[config.mk]
export PLATFORM = sky130hd
export DESIGN_NAME = triangle_primitive_assembler_top
export DESIGN_NICKNAME = d
export VERILOG_FILES = /design/src/tpa_pkg.sv /design/src/triangle_primitive_assembler_top.sv
export SDC_FILE = /design/constraint.sdc
export NUM_CORES = 1
export LEC_CHECK = 0
export BUFFER_PORTS_ARGS = -buffer_cell sky130_fd_sc_hd__buf_4
export CAP_MARGIN = 25
export CORE_UTILIZATION = 26
export CTS_BUF_LIST = sky130_fd_sc_hd__clkbuf_8
export CTS_CLUSTER_SIZE = 12
export DETAILED_ROUTE_END_ITERATION = 7
export PLACE_DENSITY = 0.46
export SKIP_LAST_GASP = 1
export SYNTH_ARGS = -nofsm -noshare
export SYNTH_HDL_FRONTEND = slang
export SYNTH_SLANG_ARGS = --single-unit
[constraint.sdc]
create_clock -name clk -period 22.3 [get_ports clk]
set_clock_uncertainty 0.2 [all_clocks]
set_input_delay 4.46 -clock clk [delete_from_list [all_inputs] [get_ports clk]]
set_output_delay 4.46 -clock clk [all_outputs]
set_load 0.05 [all_outputs]
[src/tpa_pkg.sv]
// Package for the triangle primitive assembler.
// Holds the transfer payload types and the operation and mode codes.
// No dependencies.
`timescale 1ns / 1ps

package tpa_pkg;

	localparam int FIELD_BITS = 32;

	typedef logic [FIELD_BITS-1:0] coord_field_t;

	localparam logic OP_BEGIN  = 1'b0;
	localparam logic OP_VERTEX = 1'b1;

	typedef logic [1:0] prim_mode_t;

	localparam prim_mode_t MODE_TRIANGLES = 2'd0;
	localparam prim_mode_t MODE_STRIP     = 2'd1;
	localparam prim_mode_t MODE_FAN       = 2'd2;

	typedef struct packed {
		logic         operation;
		prim_mode_t   prim_mode;
		coord_field_t x_coord;
		coord_field_t y_coord;
		coord_field_t z_coord;
	} vertex_item_t;

	typedef struct packed {
		coord_field_t corner0_x;
		coord_field_t corner0_y;
		coord_field_t corner0_z;
		coord_field_t corner1_x;
		coord_field_t corner1_y;
		coord_field_t corner1_z;
		coord_field_t corner2_x;
		coord_field_t corner2_y;
		coord_field_t corner2_z;
	} triangle_item_t;

endpackage

[src/triangle_primitive_assembler_top.sv]
// Triangle primitive assembler, top level.
// Depends on tpa_pkg for the payload types and codes.
//
// Usage:
//   Vertex channel (vertex_valid / vertex_stall / vertex_item) carries begin
//   items (operation = begin, prim_mode selects triangles, strip or fan) and
//   vertex items (operation = vertex, x/y/z coordinate bits).
//   Triangle channel (triangle_valid / triangle_stall / triangle_item) carries
//   one assembled triangle, three corners of x/y/z bits.
//   Path: a vertex item passes the input register, then the result register,
//   before triangle_valid rises; a triangle stall can hold it in the input
//   register.
//   Throughput: one item per cycle while vertex_stall is low; the result
//   register lets a new item in while a finished triangle still waits.
//   Reset: mode returns to separate triangles with no vertices held; no
//   triangle is pending.
//   When the receiver stalls, the triangle holds, the input register holds an
//   item that would emit, and vertex_stall rises; items that emit nothing
//   still drain.
`timescale 1ns / 1ps

module triangle_primitive_assembler_top #(
	parameter int COORD_BITS = 32
) (
	input  logic                   clk,
	input  logic                   arst_n,
	input  logic                   vertex_valid,
	output logic                   vertex_stall,
	input  tpa_pkg::vertex_item_t  vertex_item,
	output logic                   triangle_valid,
	input  logic                   triangle_stall,
	output tpa_pkg::triangle_item_t triangle_item
);
	import tpa_pkg::*;

	localparam int HOLD_BITS = (COORD_BITS < FIELD_BITS) ? COORD_BITS : FIELD_BITS;

	typedef logic [HOLD_BITS-1:0] hold_t;

	// input register
	logic         valid_s1;
	vertex_item_t item_s1;

	// assembly state
	prim_mode_t mode_q;
	logic [1:0] pos_q;
	logic       parity_q;
	hold_t      a_x_q, a_y_q, a_z_q;
	hold_t      b_x_q, b_y_q, b_z_q;

	// result register
	logic           out_valid_q;
	triangle_item_t out_q;

	hold_t v_x, v_y, v_z;
	logic  is_vertex, mode_ok, emits, out_free, fire_s1, take_in;

	assign v_x = item_s1.x_coord[HOLD_BITS-1:0];
	assign v_y = item_s1.y_coord[HOLD_BITS-1:0];
	assign v_z = item_s1.z_coord[HOLD_BITS-1:0];

	assign is_vertex = (item_s1.operation == OP_VERTEX);
	assign mode_ok   = (mode_q == MODE_TRIANGLES) || (mode_q == MODE_STRIP) ||
		(mode_q == MODE_FAN);
	assign emits     = valid_s1 && is_vertex && mode_ok && (pos_q == 2'd2);
	assign out_free  = !out_valid_q || !triangle_stall;
	assign fire_s1   = valid_s1 && (!emits || out_free);
	assign vertex_stall = valid_s1 && !fire_s1;
	assign take_in   = vertex_valid && !vertex_stall;

	assign triangle_valid = out_valid_q;
	assign triangle_item  = out_q;

	always_ff @(posedge clk or negedge arst_n) begin
		if (!arst_n) begin
			valid_s1 <= 1'b0;
		end else if (take_in) begin
			valid_s1 <= 1'b1;
		end else if (fire_s1) begin
			valid_s1 <= 1'b0;
		end
	end

	always_ff @(posedge clk) begin
		if (take_in) begin
			item_s1 <= vertex_item;
		end
	end

	always_ff @(posedge clk or negedge arst_n) begin
		if (!arst_n) begin
			mode_q   <= MODE_TRIANGLES;
			pos_q    <= 2'd0;
			parity_q <= 1'b0;
		end else if (fire_s1) begin
			if (!is_vertex) begin
				mode_q   <= item_s1.prim_mode;
				pos_q    <= 2'd0;
				parity_q <= 1'b0;
			end else if (mode_ok) begin
				if (pos_q != 2'd2) begin
					pos_q <= pos_q + 2'd1;
				end else begin
					case (mode_q)
						MODE_TRIANGLES: pos_q <= 2'd0;
						MODE_STRIP:     parity_q <= !parity_q;
						default:        ;
					endcase
				end
			end
		end
	end

	// held vertices, slot A and slot B
	always_ff @(posedge clk) begin
		if (fire_s1 && is_vertex && mode_ok) begin
			if (pos_q == 2'd0) begin
				a_x_q <= v_x;
				a_y_q <= v_y;
				a_z_q <= v_z;
			end else if (pos_q == 2'd1) begin
				b_x_q <= v_x;
				b_y_q <= v_y;
				b_z_q <= v_z;
			end else begin
				case (mode_q)
					MODE_STRIP: begin
						a_x_q <= b_x_q;
						a_y_q <= b_y_q;
						a_z_q <= b_z_q;
						b_x_q <= v_x;
						b_y_q <= v_y;
						b_z_q <= v_z;
					end
					MODE_FAN: begin
						b_x_q <= v_x;
						b_y_q <= v_y;
						b_z_q <= v_z;
					end
					default: ;
				endcase
			end
		end
	end

	always_ff @(posedge clk or negedge arst_n) begin
		if (!arst_n) begin
			out_valid_q <= 1'b0;
		end else if (fire_s1 && emits) begin
			out_valid_q <= 1'b1;
		end else if (!triangle_stall) begin
			out_valid_q <= 1'b0;
		end
	end

	// strip odd triangles swap the first two corners
	always_ff @(posedge clk) begin
		if (fire_s1 && emits) begin
			if ((mode_q == MODE_STRIP) && parity_q) begin
				out_q.corner0_x <= FIELD_BITS'(b_x_q);
				out_q.corner0_y <= FIELD_BITS'(b_y_q);
				out_q.corner0_z <= FIELD_BITS'(b_z_q);
				out_q.corner1_x <= FIELD_BITS'(a_x_q);
				out_q.corner1_y <= FIELD_BITS'(a_y_q);
				out_q.corner1_z <= FIELD_BITS'(a_z_q);
			end else begin
				out_q.corner0_x <= FIELD_BITS'(a_x_q);
				out_q.corner0_y <= FIELD_BITS'(a_y_q);
				out_q.corner0_z <= FIELD_BITS'(a_z_q);
				out_q.corner1_x <= FIELD_BITS'(b_x_q);
				out_q.corner1_y <= FIELD_BITS'(b_y_q);
				out_q.corner1_z <= FIELD_BITS'(b_z_q);
			end
			out_q.corner2_x <= FIELD_BITS'(v_x);
			out_q.corner2_y <= FIELD_BITS'(v_y);
			out_q.corner2_z <= FIELD_BITS'(v_z);
		end
	end

endmodule
==> impl_metrics.tcl, run 1 <==
set metrics [dict create \
    status "finished clean" \
    min_path_type "flop to flop" \
    crit_required_ns 17.64 \
    slew_headroom_pct 20.2 \
    h-tree-depth 3 \
    synth_area_leaders "edfxtp_1 (81%), mux2_2 (11%), mux2_4 (2.8%), mux2_1 (2.4%), dfrtp_1 (0.82%)" \
    cpPeakStageDelay_ns 0.30 \
    worstHoldStart "v_z[19]" \
    grt_pass1_wl_mm 68.4 \
    rsz0062_at_grt "false" \
    critPathBufInv 2 \
    clk_pin_slew_worst_paths_ns 0.06 \
    drc 0 \
    finalHoldViolCount 0 \
    holdBufCountCts 0 \
    fin_hold_ws_ns 0.267 \
    crit_path_start "triangle_stall" \
    cts_buffers 102 \
    crit_type "primary input to primary output" \
    synth_ff_type "edfxtp_1" \
    post-cts-setup-buffer-count 0 \
    pwr_density_cell_nw_per_um2 99.6 \
    coreArea_um2 81100 \
    cap_viol_max_count 0 \
    antenna_found_initial 1 \
    routed_wl_mm 47.8 \
    rows 104 \
    drtIter0Drc 408 \
    postSynthCellCount 949 \
    area_growth_pct 28.9 \
    finalSetupTns_ns 0 \
    tightestPinTransition_ns 1.20 \
    drv_slew 0 \
    critPathMaxFanout 3 \
    worstPathCellList "buf_4 -> nand4b_1 -> nor2_1 -> buf_4" \
    die_x_um 289 \
    grt_max_degree 153 \
    synth.cell_area_um2 21400 \
    r2r-start "mode_q[0]" \
    diodes 0 \
    async_reset_ff_share_pct 1.19 \
    io_pins 393 \
    layout_worst_path_cycle_share_pct 44.6 \
    dieArea_um2 83600 \
    syn-num-nets 1055 \
    cp_slowest_cell "nor2_1" \
    wl_per_cell_um 18.6 \
    fmax_mhz 101 \
    start_util_pct 26.4 \
    ant_nets 0 \
    placement.io_buffers 392 \
    gp_congestion 0.716 \
    postSynthAreaPerCell_um2 22.6 \
    ys_types 30 \
    track_usage_pct 11.0 \
    synth-edff-count 579 \
    finalPower_w 0.00275 \
    final-setup-viol-count 0 \
    synth_top_area_cell "edfxtp_1" \
    layout.nets 1534 \
    end_kind "primary output" \
    synth_top_area_share_pct 81.1 \
    cts_tree "done" \
    ys_seq_area_share_pct 82.0 \
    clk_path_buf_depth 3 \
    via_per_inst 4.11 \
    hpwl_mm 29.0 \
    grt_overflow 0 \
    drt-pass1-iter-count 4 \
    critPathMostFrequentCell "buf_4" \
    grt_pass1_vias 11000 \
    dr_total_vias 10500 \
    crit_family "simple AND/OR/NAND/NOR gates" \
    final_layout_size_suffix_gt1_share_pct 52.3 \
    critPathArrivalTime_ns 5.28 \
    die_h_um 289 \
    yosys_warnings 0 \
    p_leak_nw 10.0 \
    post_cts_resized 0 \
    min_period_ns 9.94 \
    clockRootBuffer "clkbuf_8" \
    ir_worst_vdd_mv 0.0450 \
    ys_ff_latch 586 \
    critical_path.startpoint_type "primary input" \
    cts.sinks 586 \
    insertion_delay_ns 0.67 \
]
-- flip-flops by register name (all words and copies together) (netlist names) --
name	count
triangle_item	288
a_x_q	32
a_y_q	32
a_z_q	32
b_x_q	32
b_y_q	32
b_z_q	32
v_x	32
v_y	32
v_z	32
item_s1	2
mode_q	2
pos_q	2
is_vertex	1
parity_q	1
triangle_valid	1
valid_s1	1
-- per-layer routing --
metal	up-vias	GRT usage (%)	part of all wire, %
li1	4774	-	-
met1	5330	14.1	44
met2	351	17.7	47
met3	80	3.60	6.9
met4	0	3.51	1.9
met5	-	0	0
-- cells in the mapped netlist (3+ instances only) --
library cell	number
a21oi_1	3
buf_2	26
buf_6	5
dfrtp_1	7
edfxtp_1	579
ha_1	3
inv_1	5
mux2_1	46
mux2_2	202
mux2_4	40
nand2_1	5
nor2b_1	3
o21ai_0	4
-- path summary, 6_finish.rpt --
kind                                      to  cells after the start  slack [ns]
setup / recovery                vertex_stall                      4       12.36
hold / removal                     b_z_q[19]                      0        0.27
setup reg to reg           triangle_item[57]                      6       18.28
hold reg to reg                    b_z_q[19]                      0        0.27
max in group asynchronous          mode_q[1]                      1       18.35
min in group asynchronous           pos_q[0]                      1        3.41
-- power breakdown --
group / switching, W / internal (W) / leakage, nW
sequential: 0.0000439 / 0.00135 / 5.42
combinational: 0.000256 / 0.000175 / 3.50
clock: 0.000434 / 0.000496 / 1.09
-- area by class of cell --
cell class,count,area [um2]
well taps,1060,1330
clock inverters,69,414
multi-input cells,326,3700
fillers,7768,53500
flip-flops and latches,586,17600
inverters,5,18.8
repair buffers,407,3090
clock buffers,109,1500
-- cell families (layout without fill, tap and decap cells) --
kind of cell               Yosys count  in the layout  share of synthesized area [%]
AOI/OAI and AO/OA                   14             14                          0.432
DFF                                586            586                           82.0
adders and majority gates            3              3                          0.175
muxes                              288            288                           15.8
buffers and inverters               37            590                          0.993
and+or+nand+nor                     21             21                          0.601
-- worst register-to-register path, stage by stage, from the launching register on --
cell and delay [ns]:
dfrtp_1 0.40, ha_1 0.27, nand3b_1 0.37, nand3b_1 0.33, a21oi_4 0.37, buf_4 0.68
buf_4 0.94
-- metrics by stage --
stage	std cells	cell area (um2)	util (%)	setup WS (ns)
floorplan	949	21400	-	2.79
global placement	2383	25700	31.7	12.36
detailed placement	2384	25700	31.7	12.37
CTS	2562	27600	34.1	12.36
global route	2562	27600	34.1	12.28
finish	2562	27600	34.1	12.36
-- placed cells by master (no fill, tap or decap), types with 2 or more instances in the layout --
master     count
a21oi_4        2
buf_4        405
bufinv_16      4
clkbuf_8     109
clkinv_1      22
clkinv_2      11
dfrtp_1        7
edfxtp_1     579
ha_1           3
inv_1         32
inv_8          2
mux2_1        46
mux2_2       202
mux2_4        40
nand2_1        4
nand3b_1       2
nor2b_1        2
o211ai_1       2
o21ai_0        4
or2_2          2
Power figures use the tool's default switching activity.
==> run 2, diff against run 1 <==
--- a/config.mk
+++ b/config.mk
@@ -5,13 +5,14 @@
 export SDC_FILE = /design/constraint.sdc
 export NUM_CORES = 1
 export LEC_CHECK = 0
+export ABC_AREA = 1
 export BUFFER_PORTS_ARGS = -buffer_cell sky130_fd_sc_hd__buf_4
 export CAP_MARGIN = 25
 export CORE_UTILIZATION = 26
 export CTS_BUF_LIST = sky130_fd_sc_hd__clkbuf_8
 export CTS_CLUSTER_SIZE = 12
 export DETAILED_ROUTE_END_ITERATION = 7
-export PLACE_DENSITY = 0.46
+export PLACE_DENSITY = 0.48
 export SKIP_LAST_GASP = 1
 export SYNTH_ARGS = -nofsm -noshare
 export SYNTH_HDL_FRONTEND = slang
==> constraint.sdc (replaced) <==
create_clock -name clk -period 9.1 [get_ports clk]
set_clock_uncertainty 0.2 [all_clocks]
set_input_delay 1.82 -clock clk [delete_from_list [all_inputs] [get_ports clk]]
set_output_delay 1.82 -clock clk [all_outputs]
set_load 0.05 [all_outputs]
==> impl_metrics.tcl, run 2 <==
set metrics [dict create \
    status "finished clean" \
    ys_types 20 \
    routed_wl_mm 49.6 \
    crit_family "buffers and inverters" \
    synth.most_common_cell "edfxtp_1" \
    placement.io_buffers 392 \
    ys_seq_area_share_pct 83.4 \
    r2r_setup_slack_ns 5.05 \
    via_per_inst 4.08 \
    dr_total_vias 12100 \
    drv_slew 0 \
    critPathBufInv 4 \
    crit_type "primary input to primary output" \
    synth_top_area_share_pct 82.6 \
    ant_nets 0 \
    critical_path.startpoint_type "primary input" \
    rsz0062_at_grt "false" \
    coreArea_um2 79500 \
    synth_area_leaders "edfxtp_1 (83%), o21ai_0 (4.5%), nand2_1 (3.8%), a21oi_1 (2.3%), inv_1 (1.9%)" \
    placed_cells 2770 \
    slew_headroom_pct 27.6 \
    syn-num-nets 1485 \
    synth.cell_area_um2 21000 \
    tightestPinTransition_ns 1.09 \
    finalHoldViolCount 0 \
    grt_pass1_wl_mm 73.1 \
    clk_path_buf_depth 3 \
    h-tree-depth 3 \
    die_x_um 287 \
    worstHoldStart "v_y[11]" \
    io_pins 393 \
    grt_max_degree 217 \
    holdBufCountCts 0 \
    fin_hold_ws_ns 0.267 \
    drtIter0Drc 681 \
    critPathMaxFanout 7 \
    wl_per_cell_um 16.8 \
    postSynthCellCount 1379 \
    yosys-top-cells-count "edfxtp_1 (579), nand2_1 (211), o21ai_0 (190), inv_1 (106), nor2_1 (103)" \
    cts_buffers 103 \
    dieArea_um2 82100 \
    critPathArrivalTime_ns 2.52 \
    finalSetupTns_ns 0 \
    hold_depth 0 \
    ys_ff_latch 586 \
    largest_reg_flops 288 \
    layout_worst_path_cycle_share_pct 49.9 \
    end_kind "primary output" \
    p_leak_nw 10.4 \
    area_growth_pct 29.1 \
    rows 103 \
    fmax_mhz 220 \
    grt_pass1_vias 12100 \
    grt_overflow 0 \
    antenna_found_initial 3 \
    min_period_ns 4.54 \
    die_h_um 287 \
    final-setup-viol-count 0 \
    drt-pass1-iter-count 4 \
    synth-edff-count 579 \
    r2r_end "a_z_q[12]" \
    worstPathCellList "buf_4 -> nand2_1 -> inv_1 -> nand3_4 -> inv_1 -> buf_4" \
    start_util_pct 26.5 \
    diodes 0 \
    cts_tree "done" \
    min_path_type "flop to flop" \
    cap_viol_max_count 0 \
    post-cts-setup-buffer-count 0 \
    cpPeakStageDelay_ns 0.19 \
    clk_pin_slew_worst_paths_ns 0.06 \
    min_to "b_y_q[11]" \
    crit_required_ns 7.08 \
    hpwl_mm 31.3 \
    layout.nets 1932 \
    track_usage_pct 11.8 \
    cp_slowest_cell "buf_4" \
    fin_cells 2955 \
    final_common_cell "edfxtp_1" \
    post_cts_resized 0 \
    pwr_density_cell_nw_per_um2 235 \
    postSynthAreaPerCell_um2 15.3 \
    gp_congestion 0.737 \
    ir_worst_vdd_mv 0.107 \
    yosys_warnings 0 \
    final_layout_size_suffix_gt1_share_pct 28.8 \
    clockRootBuffer "clkbuf_8" \
    finalPower_w 0.00639 \
    drc 0 \
    async_reset_ff_share_pct 1.19 \
    reg2reg_depth 6 \
    r2r-start "pos_q[0]" \
    cts.sinks 586 \
    most-common-layout-cells "edfxtp_1 (579), buf_4 (402), nand2_1 (210)" \
    synth_ff_type "edfxtp_1" \
    synth_top_area_cell "edfxtp_1" \
    insertion_delay_ns 0.68 \
]
run 2: cell count changes after synthesis, moves of 12 or more:
cell      change
nand2_1     +206
clkbuf_1     +12
mux2_1       -46
o21ai_0     +186
mux2_2      -202
mux2_4       -40
a21oi_1      +94
inv_1       +101
buf_2        +20
nor2_1      +102
run 2: power breakdown:
group          switching [W]  internal (W)
clock                0.00108       0.00129
sequential         0.0000852       0.00324
combinational       0.000497      0.000191
run 2: cell families after synthesis:
group,share of synthesized area (%)
DFF,83.4
and+or+nand+nor,6.03
AOI/OAI and AO/OA,6.97
buffers and inverters,3.39
adders and majority gates,0.178
run 2: layout make-up:
| class | count | area, um2 |
|---|---|---|
| timing repair buffer | 405 | 3090 |
| fill | 7684 | 52300 |
| multi-input combinational | 623 | 2810 |
| clock buffer | 103 | 1420 |
| inverter | 107 | 404 |
| tap | 1050 | 1310 |
| clock inverter | 81 | 592 |
| sequential | 586 | 17600 |
run 2: worst register-to-register path, stage by stage (launching register included):
cell and delay, ns:
dfrtp_1 0.45, nor2_4 0.49, buf_4 0.75, a21oi_1 0.21, nor2_4 0.14, buf_4 0.56, buf_4 0.74
run 2: routing by layer:
metal	track usage (%)	vias to the layer above	wire, um	part of all wire (%)
li1	-	5856	-	-
met1	15.3	5738	21900	44
met2	18.7	365	23100	47
met3	3.35	103	3210	6.5
met4	4.59	6	1430	2.9
met5	0	-	36	0.073
run 2: worst max path at each step:
| stage | from | to | slack, ns | cells after the start |
|---|---|---|---|---|
| floorplan | triangle_stall | a_x_q[0] | 2.16 | 5 |
| global placement | triangle_stall | a_y_q[3] | 4.49 | 8 |
| detailed placement | triangle_stall | triangle_item[178] | 4.46 | 6 |
| CTS | triangle_stall | vertex_stall | 4.54 | 6 |
| global route | triangle_stall | vertex_stall | 4.50 | 6 |
| finish | triangle_stall | vertex_stall | 4.56 | 6 |
run 2: stage by stage:
step                      setup WS, ns  utilization, %  area, um2
after global placement            4.49            31.6      25100
after CTS                         4.54            34.2      27200
after floorplan                   2.16               -      21100
final                             4.56            34.2      27200
after global routing              4.50            34.2      27200
after detailed placement          4.46            31.6      25100
